File: src/cfsc_div.sv
module cfsc_div #(
    parameter int W = 40
) (
    input  logic         i_clk,
    input  logic         i_rst_n,
    input  logic         i_start,
    input  logic [W-1:0] i_dividend,
    input  logic [W-1:0] i_divisor,
    output logic         o_done,
    output logic [W-1:0] o_quot,
    output logic [W-1:0] o_rem
);

    localparam int CNT_W = $clog2(W + 1);

    logic             r_busy;
    logic             r_done;
    logic [CNT_W-1:0] r_cnt;
    logic [W-1:0]     r_q;
    logic [W-1:0]     r_d;
    logic [W:0]       r_r;
    logic [W:0]       w_trial;
    logic             w_fit;

    // restoring division, one quotient bit per cycle
    assign w_trial = {r_r[W-1:0], r_q[W-1]};
    assign w_fit   = w_trial >= {1'b0, r_d};

    always_ff @(posedge i_clk) begin
        if (!i_rst_n) begin
            r_busy <= 1'b0;
            r_done <= 1'b0;
            r_cnt  <= '0;
        end else begin
            r_done <= 1'b0;
            if (i_start) begin
                r_busy <= 1'b1;
                r_cnt  <= '0;
                r_q    <= i_dividend;
                r_d    <= i_divisor;
                r_r    <= '0;
            end else if (r_busy) begin
                r_r <= w_fit ? (w_trial - {1'b0, r_d}) : w_trial;
                r_q <= {r_q[W-2:0], w_fit};
                r_cnt <= r_cnt + 1'b1;
                if (r_cnt == CNT_W'(W - 1)) begin
                    r_busy <= 1'b0;
                    r_done <= 1'b1;
                end
            end
        end
    end

    assign o_done = r_done;
    assign o_quot = r_q;
    assign o_rem  = r_r[W-1:0];

endmodule

File: config.mk
export PLATFORM = sky130hd
export DESIGN_NAME = cfsc_div
export DESIGN_NICKNAME = d
export VERILOG_FILES = /design/src/cfsc_div.sv
export SDC_FILE = /design/constraint.sdc
export NUM_CORES = 1
export LEC_CHECK = 0
export BUFFER_PORTS_ARGS = -buffer_cell sky130_fd_sc_hd__buf_2
export CAP_MARGIN = 15
export CORE_MARGIN = 8
export CORE_UTILIZATION = 59
export CTS_CLUSTER_SIZE = 30
export DETAILED_ROUTE_END_ITERATION = 8
export HOLD_SLACK_MARGIN = 0.03
export PLACE_DENSITY = 0.89
export SETUP_SLACK_MARGIN = 0.2
export SYNTH_ARGS = -nofsm -noshare
export SYNTH_HDL_FRONTEND = slang
export SYNTH_SLANG_ARGS = --single-unit
File: constraint.sdc
create_clock -name i_clk -period 7.95 [get_ports i_clk]
set_input_delay 0.795 -clock i_clk [delete_from_list [all_inputs] [get_ports i_clk]]
set_output_delay 0.795 -clock i_clk [all_outputs]
set_load 0.005 [all_outputs]
# [Word level (Yosys, flattened, before mapping)]
# Index checks and enable logic that the tools add are counted.
# W data, S select, Z words.
[word_totals] register_bits=128 input_bits=83 elab_cells=25
[op_classes] reduce_logical=5 addsub=2 n_bitwise=2 n_lt_le_gt_ge=1 n_mux=8 n_eq_ne=1
[op_table] op="$mux W40" n=4
[op_table] op="$ge A41 B40 Y1" n=1
[op_table] op="$sub A40 B40 Y40" n=1
[op_table] op="$add A6 B1 Y6 const B" n=1
[op_table] op="$eq A6 B6 Y1 const B" n=1
[op_table] op="$mux W1" n=4
[op_table] op="$reduce_and A2 Y1" n=2
[op_table] op="$reduce_or A3 Y1" n=1
[op_table] op="$not A1 Y1" n=2
[op_table] op="$reduce_bool A2 Y1" n=1
[op_table] op="$reduce_or A2 Y1" n=1

# [Logic depth before layout (Yosys ltp)]
# Gate-level depths: netlist of the first run.
[logic_depth] ltp_word=4 mapped_depth=14 depth_no_buf=12

# [Least setup slack after synthesis of the first run]
# Ideal clock, no wire load.
[synth_path] path_kind="input -> register" startpoint="input port i_start" endpoint="register r_q[0], in the netlist o_quot[0] (enable)" cell_stages=3 path_slack_ps=4280 arrival_time_ps=3225 n_path_buf=2 path_cell_list="clkbuf_1 clkbuf_1 o21a_1"
[synth_between] elab_chain_len=2
[synth_lines] item="start: declaration" line="6" source="input logic i_start,"
[synth_lines] item="$reduce_bool A2 Y1 (no source line)"
[synth_lines] item="$reduce_and A2 Y1 (no source line)"
[synth_lines] item="end signal: assignment" line="39" source="r_q <= i_dividend;"
[synth_lines] item="end signal: assignment" line="44" source="r_q <= {r_q[W-2:0], w_fit};"
[synth_lines] item="end: declaration" line="19" source="logic [W-1:0] r_q;"
# No other way between the ends.
# A chain may end at the register's enable or synchronous reset.

# [Worst setup path in the final report of the first run]
[layout_path] startpoint="register r_q[39], in the netlist o_quot[39]" endpoint="register r_r[38] (data pin)"
[layout_between] elab_chain_len=3
[layout_lines] item="$sub A40 B40 Y40 or $ge A41 B40 Y1 (tied branches)" line="43, 27"
[layout_lines] item="$mux W40 *" line="43" source="r_r <= w_fit ? (w_trial - {1'b0, r_d}) : w_trial;"
[layout_lines] item="$mux W40 *" line="42" source="end else if (r_busy) begin"
[layout_lines] item="end signal: assignment" line="43"
[layout_lines] item="end: declaration" line="21" source="logic [W:0] r_r;"
# Every way passes the cells marked *; elsewhere a longest branch is shown, timed or not. The select of a mux whose other input is x is not followed.

==> results.cfg, run 1 <==
[drt]
first_iter_violations = 552
drc = 0
drt_wl_total_mm = 18.36
via_per_inst = 5.745
route.met3.wl_mm = 1.974
drt-pass1-iter-count = 6
post_drt_wl_per_cell_um = 17.98
met2WireLength_mm = 8.888
wl_met1_mm = 7.172
num_vias = 5866
routed.top_layer = met4
postRouteAntennaNets = 0

[clock_network]
clk_pin_slew_ps = 50
postCtsSetupRepairBufs = 0
clk_latency_ps = 420
clockBufferDepth = 2
cts.sinks = 128
htreeDepth = 4
cts-root-buf = clkbuf_16
hold_buffers = 0
ctsResizeCount = 0
cts_tree = yes
cts_made_buffers = 17

[finish]
num_antenna_cells = 0
nets = 961
drive_above_1_share_pct = 29.33
design_area_sq_um = 9004
area_growth_syn_to_layout_pct = 20.98
fillerInstances = 907

[place]
routabilityCongestion = 0.9642
hpwl_mm = 13.29
portBuffers = 163
place_area_sq_um = 8338

[critical_path]
cp_max_fo = 4
rr_worst_depth = 12
crit_required_ps = 8120
reg2reg_from = o_quot[39]
end_kind = flip-flop
endpoint = r_r[38]
cp_slowest_stage_delay_ps = 500
timing.rr.end = r_r[38]
cp-start-kind = flip-flop
worstPathArrival_ps = 3550
cp-startpoint = o_quot[39]
ff2ff_setup_slack_ps = 4570
cp_common_cell = a21o_1
critical_path_class = flip-flop to flip-flop
worstPathCellList = inv_1 -> ha_1 -> fa_1 -> nor2b_1 -> o2111ai_1 -> a21oi_1 -> nor3_2 -> a2111oi_4 -> o211ai_1 -> a21o_1 -> a21o_1 -> a32o_1
crit_slowest_cell = a2111oi_4

[die]
initial_utilization_pct = 59.70
core-area_sq_um = 12470
die_x_um = 128.3
die_area_sq_um = 16460
rows = 41
die_y_um = 128.3
boundaryPins = 164

[pwr]
powerDensity_nw_per_um2 = 252.7
p_leak_nw = 3.877
ir_worst_vdd_uv = 186.5

[timing]
final.min_clock_period_ps = 3378
maxSlewHeadroom_pct = 23.10
rsz0062_at_grt = no
fmax_mhz = 296.0
worst_slew_pin_slew_ps = 1154
finalHoldViolations = 0
setup_viol = 0
tns_ps = 0
skew_ps = 12.53
slew_violations = 0
fin_crit_sh_pct = 42.49

[yosys]
yosysWarnings = 0
synth_cell_type_count = 58
async_flop_share_pct = 0
synth_seq_cells = 128
syn_nets = 807
syn_inst = 682
syn_area_per_cell_sq_um = 10.91
synth-edff-count = 120
synthesis.area_sq_um = 7442
ys_seq_area_share_pct = 50.57
synth_flop_cell = edfxtp_1

[global_route]
grt_use_total_pct = 22.83
antenna_found_initial = 0
grt-ovfl-total = 0
first_global_vias = 6023
grt_max_degree = 82
grt_pass1_wl_mm = 29.26

[status]
status = finished, final reports clean

[worst_hold_path]
min_path_type = flip-flop to flip-flop

[flow_run]
cap_violations = 0
-- registers in the layout, indices dropped and copies added, names as in the netlist --
name / count
o_done: 1
r_busy: 1
o_quot: 40
r_d: 40
r_cnt: 6
r_r: 40
-- stage by stage --
| stage | total power [mW] | cells | hold slack [ps] | util [%] | worst slack [ps] |
|---|---|---|---|---|---|
| after detailed placement | 1.421 | 988 | 504.4 | 66.89 | 4201 |
| after global routing | 2.377 | 1021 | 527.9 | 72.23 | 4290 |
| after CTS | 2.277 | 1020 | 511.3 | 72.07 | 4141 |
| after global placement | 1.406 | 988 | 476.7 | 66.89 | 4336 |
| final | 2.275 | 1021 | 508.5 | 72.23 | 4572 |
| after floorplan | 1.276 | 682 | 458.5 | - | 4280 |
-- placed cells by master (no fill, tap or decap), types with 2 or more instances in the layout --
master,n
a211oi_1,2
a21o_1,28
a21oi_1,63
a221oi_1,2
a22o_1,4
a31oi_1,4
and2_1,3
and3_1,5
and4_1,3
buf_2,163
bufinv_16,5
clkbuf_1,2
clkbuf_16,17
clkinv_4,3
clkinvlp_4,3
dfxtp_1,8
edfxtp_1,120
ha_1,41
inv_1,52
mux2_2,39
mux2i_1,12
nand2_1,33
nand2b_1,3
nand3_1,12
nand4_1,15
nor2_1,77
nor2b_1,7
nor3_1,6
nor4_1,3
o2111ai_1,3
o211ai_1,5
o211ai_2,2
o21a_1,3
o21ai_0,25
o21ai_1,3
o21bai_1,3
o221ai_1,4
xnor2_1,17
xor2_1,20
-- report_power, final --
part | total, mW | internal, mW | switching [mW]
sequential | 0.847 | 0.813 | 0.0337
clock | 0.852 | 0.558 | 0.295
combinational | 0.577 | 0.242 | 0.335
total | 2.28 | 1.61 | 0.663
-- critical path, delay by kind of cell, from the launching register on --
family	cells	cell delay (ps)
flip-flops	1	380
adder cells (fa/ha/maj)	2	600
AO/OA/AOI/OAI	7	1750
buffers and inverters	1	60
AND/OR/NAND/NOR	2	340
-- worst min path at each step --
stage	to	cells after the start	from	slack (ps)
3_5_place_dp	r_cnt[5]	2	r_cnt[5]	500
3_3_place_gp	r_cnt[5]	2	r_cnt[5]	480
4_1_cts	r_cnt[5]	2	r_cnt[5]	510
2_1_floorplan	r_cnt[5]	2	r_cnt[5]	460
5_1_grt	r_d[8]	1	i_divisor[8]	530
6_report	r_cnt[5]	2	r_cnt[5]	510
-- synth_stat cells, types with 3 or more instances --
| cell type | number | area (sq um) |
|---|---|---|
| edfxtp_1 | 120 | 3603 |
| nor2_1 | 77 | 289.0 |
| a21oi_1 | 63 | 315.3 |
| inv_1 | 52 | 195.2 |
| ha_1 | 41 | 513.0 |
| mux2_2 | 39 | 439.2 |
| nand2_1 | 33 | 123.9 |
| a21o_1 | 29 | 217.7 |
| o21ai_0 | 25 | 125.1 |
| xor2_1 | 20 | 175.2 |
| xnor2_1 | 17 | 148.9 |
| nand4_1 | 15 | 93.84 |
| buf_2 | 14 | 70.07 |
| clkbuf_1 | 13 | 48.80 |
| mux2i_1 | 12 | 120.1 |
| nand3_1 | 12 | 60.06 |
| dfxtp_1 | 8 | 160.2 |
| nor2b_1 | 7 | 43.79 |
| nor3_1 | 6 | 30.03 |
| and3_1 | 5 | 31.28 |
| o211ai_1 | 5 | 37.54 |
| a22o_1 | 4 | 35.03 |
| a31oi_1 | 4 | 25.02 |
| and2_1 | 4 | 25.02 |
| o21a_1 | 4 | 30.03 |
| o221ai_1 | 4 | 35.03 |
| and4_1 | 3 | 26.28 |
| buf_6 | 3 | 33.78 |
| nand2b_1 | 3 | 18.77 |
| nor4_1 | 3 | 18.77 |
| o2111ai_1 | 3 | 26.28 |
| o21ai_1 | 3 | 15.01 |
| o21bai_1 | 3 | 22.52 |
-- cell type report --
type | instances | area, sq um | share of cell area [%]
Sequential cell | 128 | 3764 | 41.80
Clock buffer | 19 | 432.9 | 4.808
Multi-Input combinational cell | 472 | 3341 | 37.10
Timing Repair Buffer | 165 | 843.3 | 9.366
Clock inverter | 13 | 212.7 | 2.362
Tap cell | 172 | 215.2 | 2.390
Inverter | 52 | 195.2 | 2.168
-- layer usage --
metal	vias to the layer above	global-route usage (%)
met1	2754	25.10
met4	0	8.671
met5	-	0
li1	2810	-
met2	277	38.19
met3	25	10.11
-- kinds of logic after synthesis --
logic type	count (synthesis)	synth area share, %
compound gates	166	14.59
xor+xnor	37	4.354
fa+ha+maj	42	7.162
buf+inv	82	4.674
flops	128	50.57
mux	51	7.515
simple gates	176	11.13
(Power assumes the default switching activity.)
==> inputs of run 2 (changes only) <==
--- a/config.mk
+++ b/config.mk
@@ -8,11 +8,11 @@
 export BUFFER_PORTS_ARGS = -buffer_cell sky130_fd_sc_hd__buf_2
 export CAP_MARGIN = 15
 export CORE_MARGIN = 8
-export CORE_UTILIZATION = 59
+export CORE_UTILIZATION = 50
 export CTS_CLUSTER_SIZE = 30
 export DETAILED_ROUTE_END_ITERATION = 8
 export HOLD_SLACK_MARGIN = 0.03
-export PLACE_DENSITY = 0.89
+export PLACE_DENSITY = 0.8
 export SETUP_SLACK_MARGIN = 0.2
 export SYNTH_ARGS = -nofsm -noshare
 export SYNTH_HDL_FRONTEND = slang
==> constraint.sdc (replaced) <==
create_clock -name i_clk -period 2.7 [get_ports i_clk]
set_input_delay 0.27 -clock i_clk [delete_from_list [all_inputs] [get_ports i_clk]]
set_output_delay 0.27 -clock i_clk [all_outputs]
set_load 0.005 [all_outputs]
==> results.cfg, run 2 (same netlist as run 1, synthesis figures left out) <==
[status]
status = finished with violations
violations = setup timing

[drt]
via_per_inst = 5.563
drc = 0
post_drt_wl_per_cell_um = 19.52
postRouteAntennaNets = 0
drt-pass1-iter-count = 5
first_iter_violations = 493
drt_wl_total_mm = 23.78
num_vias = 6776

[global_route]
first_global_vias = 7126
antenna_found_initial = 1
grt-ovfl-total = 0
grt_max_degree = 61
grt_use_total_pct = 23.27
grt_pass1_wl_mm = 35.98

[clock_network]
cts_made_buffers = 17
cts_tree = yes
htreeDepth = 4
cts.sinks = 128
clk_pin_slew_ps = 60
clockBufferDepth = 2
cts-root-buf = clkbuf_16
clk_latency_ps = 430

[finish]
regArea_sq_um = 3764
final_common_cell = buf_2
final_cell_count_no_fill = 1218
mostFrequentLayoutCells = buf_2, buf_4, edfxtp_1
nets = 1146
multiInputGateArea_sq_um = 4026
fillerInstances = 877
area_growth_syn_to_layout_pct = 52.82
num_antenna_cells = 0
drive_above_1_share_pct = 47.49

[timing]
rsz0062_at_grt = yes
fmax_mhz = 341.2
skew_ps = 14.52
hold_slack_ps = 57.81
worst_slack_ps = -230.7
worst_slew_pin_slew_ps = 513.5
maxSlewHeadroom_pct = 65.76
fin_crit_sh_pct = 108.5
setup_viol = 40
slew_violations = 0
final.min_clock_period_ps = 2931
finalHoldViolations = 0

[place]
portBuffers = 163
place_inst = 1121
routabilityCongestion = 0.9357
hpwl_mm = 16.02

[worst_hold_path]
min_path_type = input port to flip-flop

[critical_path]
ff2ff_setup_slack_ps = -230
end_kind = flip-flop
crit_required_ps = 2880
cp_max_fo = 3
cp-start-kind = flip-flop
critical_path_class = flip-flop to flip-flop
worstPathArrival_ps = 3110

[die]
core-area_sq_um = 14530
boundaryPins = 164
rows = 44
die_x_um = 138
die_y_um = 138
die_area_sq_um = 19040
initial_utilization_pct = 51.21

[pwr]
p_total_mw = 7.915
p_leak_nw = 4.904
ir_worst_vdd_uv = 561.4
powerDensity_nw_per_um2 = 695.9

[flow_run]
cap_violations = 0
-- run 2: changes by cell type in the layout (fill, tap and decap cells not counted), moves of 4 or more --
cell           change
a21oi_1           -30
a21oi_2           +22
a21oi_4            +8
buf_12             +4
buf_4            +128
buf_6              +6
dlygate4sd3_1     +39
ha_1              -22
ha_4              +19
inv_6              +4
nor2_1             -9
nor2_2             +7
o21ai_0            -6
-- run 2: layout make-up --
type / count / share of cell area (%)
repair buffers: 350 / 22.13
clock inverters: 14 / 1.771
well taps: 184 / 2.024
multi-input cells: 472 / 35.40
flip-flops and latches: 128 / 33.09
clock buffers: 18 / 3.861
inverters: 52 / 1.716
-- run 2: repair_timing --
item	in CTS	in global routing
endpoints found under the setup margin	41	41
pin swaps	28	18
hold buffers	38	1
cloned	2	3
endpoints found under the hold margin	38	1
gates resized for setup	38	47
setup buffers	9	12
-- run 2: per-layer routing --
layer / track usage [%] / wire length (um) / part of all wire [%]
met5: 0 / 13 / 0.055
met4: 8.066 / 422 / 1.8
met3: 8.904 / 2110 / 8.9
met2: 41.25 / 12200 / 51
met1: 24.72 / 9024 / 38
-- run 2: worst paths after layout --
| kind | startpoint | endpoint | depth (start not counted) |
|---|---|---|---|
| worst max-delay path | r_d[0] | r_r[38] | 11 |
| worst min register to register | r_cnt[5] | r_cnt[5] | 2 |
| worst min-delay path | i_divisor[1] | r_d[1] | 1 |
| worst max register to register | r_d[0] | r_r[38] | 11 |
-- run 2: power breakdown --
part	internal, mW	switching [mW]	total, mW	leakage [nW]
clock	1.58	0.923	2.51	0.308
sequential	2.39	0.101	2.49	1.21
combinational	1.49	1.43	2.92	3.38
total	5.46	2.45	7.91	4.90
-- run 2: critical path: stages (launching register included) --
cell       delay [ps]
edfxtp_1          420
ha_4              190
fa_2              380
nor2b_4           170
o2111ai_4         180
a21oi_4           200
nor3_4             80
a2111oi_4         340
o211ai_1          130
a21o_1            190
a21o_1            170
a32o_1            240
-- run 2: stage by stage --
step                      util (%)  TNS [ps]  worst slack [ps]  area (sq um)
after floorplan                  -    -75.69            -65.62          7812
after global placement       66.16    -947.6            -161.3          9615
after detailed placement     66.16     -3931            -240.9          9615
after CTS                    75.51     -1185            -150.0         10970
after global routing         78.25     -9662            -331.3         11370
final                        78.25     -5408            -230.7         11370
==> inputs of run 3 (changes only) <==
--- a/config.mk
+++ b/config.mk
@@ -8,11 +8,11 @@
 export BUFFER_PORTS_ARGS = -buffer_cell sky130_fd_sc_hd__buf_2
 export CAP_MARGIN = 15
 export CORE_MARGIN = 8
-export CORE_UTILIZATION = 50
+export CORE_UTILIZATION = 59
 export CTS_CLUSTER_SIZE = 30
 export DETAILED_ROUTE_END_ITERATION = 8
 export HOLD_SLACK_MARGIN = 0.03
-export PLACE_DENSITY = 0.8
+export PLACE_DENSITY_LB_ADDON = 0.05
 export SETUP_SLACK_MARGIN = 0.2
 export SYNTH_ARGS = -nofsm -noshare
 export SYNTH_HDL_FRONTEND = slang
==> constraint.sdc (replaced) <==
create_clock -name i_clk -period 3.5 [get_ports i_clk]
set_input_delay 0.35 -clock i_clk [delete_from_list [all_inputs] [get_ports i_clk]]
set_output_delay 0.35 -clock i_clk [all_outputs]
set_load 0.005 [all_outputs]
==> results.cfg, run 3 (same netlist as run 1, synthesis figures left out) <==
[clock_network]
cts_made_buffers = 17
hold_buffers = 0
cts_tree = yes
clk_latency_ps = 430
cts-root-buf = clkbuf_16
cts.sinks = 128
clockBufferDepth = 2
htreeDepth = 4
clk_pin_slew_ps = 60

[finish]
mostFrequentLayoutCells = buf_2, edfxtp_1, nor2_1
fin_util_pct = 73.09
final_common_cell = buf_2
area_growth_syn_to_layout_pct = 22.43
nets = 975
design_area_sq_um = 9111
num_antenna_cells = 0
drive_above_1_share_pct = 31.05

[drt]
met2WireLength_mm = 9.233
routed.top_layer = met4
wl_met1_mm = 7.765
drt_wl_total_mm = 18.84
postRouteAntennaNets = 0
route.met3.wl_mm = 1.419
first_iter_violations = 387
post_drt_wl_per_cell_um = 18.20
drt-pass1-iter-count = 5
num_vias = 5841
drc = 0
via_per_inst = 5.643

[timing]
fmax_mhz = 318.8
rsz0062_at_grt = no
maxSlewHeadroom_pct = 50.44
slew_violations = 0
fin_crit_sh_pct = 89.62
worst_slew_pin_slew_ps = 743.4
tns_ps = 0
skew_ps = 9.231
finalHoldViolations = 0
setup_viol = 0
hold_slack_ps = 93.96
final.min_clock_period_ps = 3137

[pwr]
powerDensity_nw_per_um2 = 558.8
p_leak_nw = 3.946
ir_worst_vdd_uv = 437.3

[global_route]
grt_use_total_pct = 23.49
antenna_found_initial = 0
first_global_vias = 6174
grt_max_degree = 62
grt_pass1_wl_mm = 30.17
grt-ovfl-total = 0

[die]
core-area_sq_um = 12470
boundaryPins = 164
rows = 41
die_y_um = 128.3
die_x_um = 128.3
die_area_sq_um = 16460
initial_utilization_pct = 59.70

[critical_path]
critPathBufInv = 1
end_kind = flip-flop
cp_common_cell = a21o_1
cp_slowest_stage_delay_ps = 400
worstPathArrival_ps = 3320
ff2ff_setup_slack_ps = 360
crit_family = compound AO/OA/AOI/OAI gates
crit_slowest_cell = fa_1
cp-start-kind = flip-flop
crit_required_ps = 3680
critical_path_class = flip-flop to flip-flop
worstPathCellList = inv_1 -> ha_1 -> fa_1 -> nor2b_2 -> o2111ai_2 -> a21oi_2 -> nor3_2 -> a2111oi_4 -> o211ai_1 -> a21o_1 -> a21o_1 -> a32o_1
cp_max_fo = 3

[place]
routabilityCongestion = 0.9070
hpwl_mm = 14.10
place_area_sq_um = 8461
portBuffers = 163

[flow_run]
cap_violations = 0

[worst_hold_path]
min_path_type = input port to flip-flop

[status]
status = finished, final reports clean
[run 3: cell types whose count changed in the layout (fill, tap and decap cells not counted), sizes merged]
cell	change
bufinv	-1
buf	-129
inv	-3
dlygate4sd3	-39
clkinvlp	-2
clkinv	+6
clkbuf	-3
[run 3: worst paths after layout]
| path | startpoint | end | depth (start not counted) |
|---|---|---|---|
| setup / recovery | o_quot[39] | r_r[38] | 12 |
| hold / removal | i_divisor[32] | r_d[32] | 1 |
| hold reg to reg | r_cnt[5] | r_cnt[5] | 2 |
| setup reg to reg | o_quot[39] | r_r[38] | 12 |
[run 3: report_power, final]
group | internal (mW) | leakage (nW) | total, mW | switching, mW
logic | 0.590 | 2.44 | 1.38 | 0.787
clock network | 1.12 | 0.293 | 1.79 | 0.677
registers | 1.84 | 1.21 | 1.92 | 0.0753
[run 3: timing repair]
item / in CTS / in global routing
buffers inserted: 0 / 2
resized for setup: 0 / 8
endpoints found under the setup margin: 0 / 35
[run 3: metal layers]
metal	track usage, %	vias to the layer above
li1	-	2839
met1	26.31	2771
met2	39.43	192
met3	9.359	39
met4	9.021	0
met5	0	-
[run 3: metrics by stage]
| stage | setup WS [ps] | instances | total power, mW |
|---|---|---|---|
| final | 363.5 | 1035 | 5.091 |
| after global routing | 211.4 | 1035 | 5.331 |
| after CTS | 224.7 | 1033 | 5.086 |
| after detailed placement | 245.3 | 1001 | 3.292 |
| after global placement | 319.2 | 1001 | 3.263 |
| after floorplan | 275.0 | 682 | 2.898 |
[run 3: cell type report]
| class | instances | area [sq um] |
|---|---|---|
| inverters | 52 | 195.2 |
| clock inverters | 14 | 165.2 |
| flip-flops and latches | 128 | 3764 |
| fillers | 953 | 3354 |
| multi-input cells | 472 | 3378 |
| clock buffers | 18 | 429.2 |
| repair buffers | 179 | 964.7 |
| well taps | 172 | 215.2 |
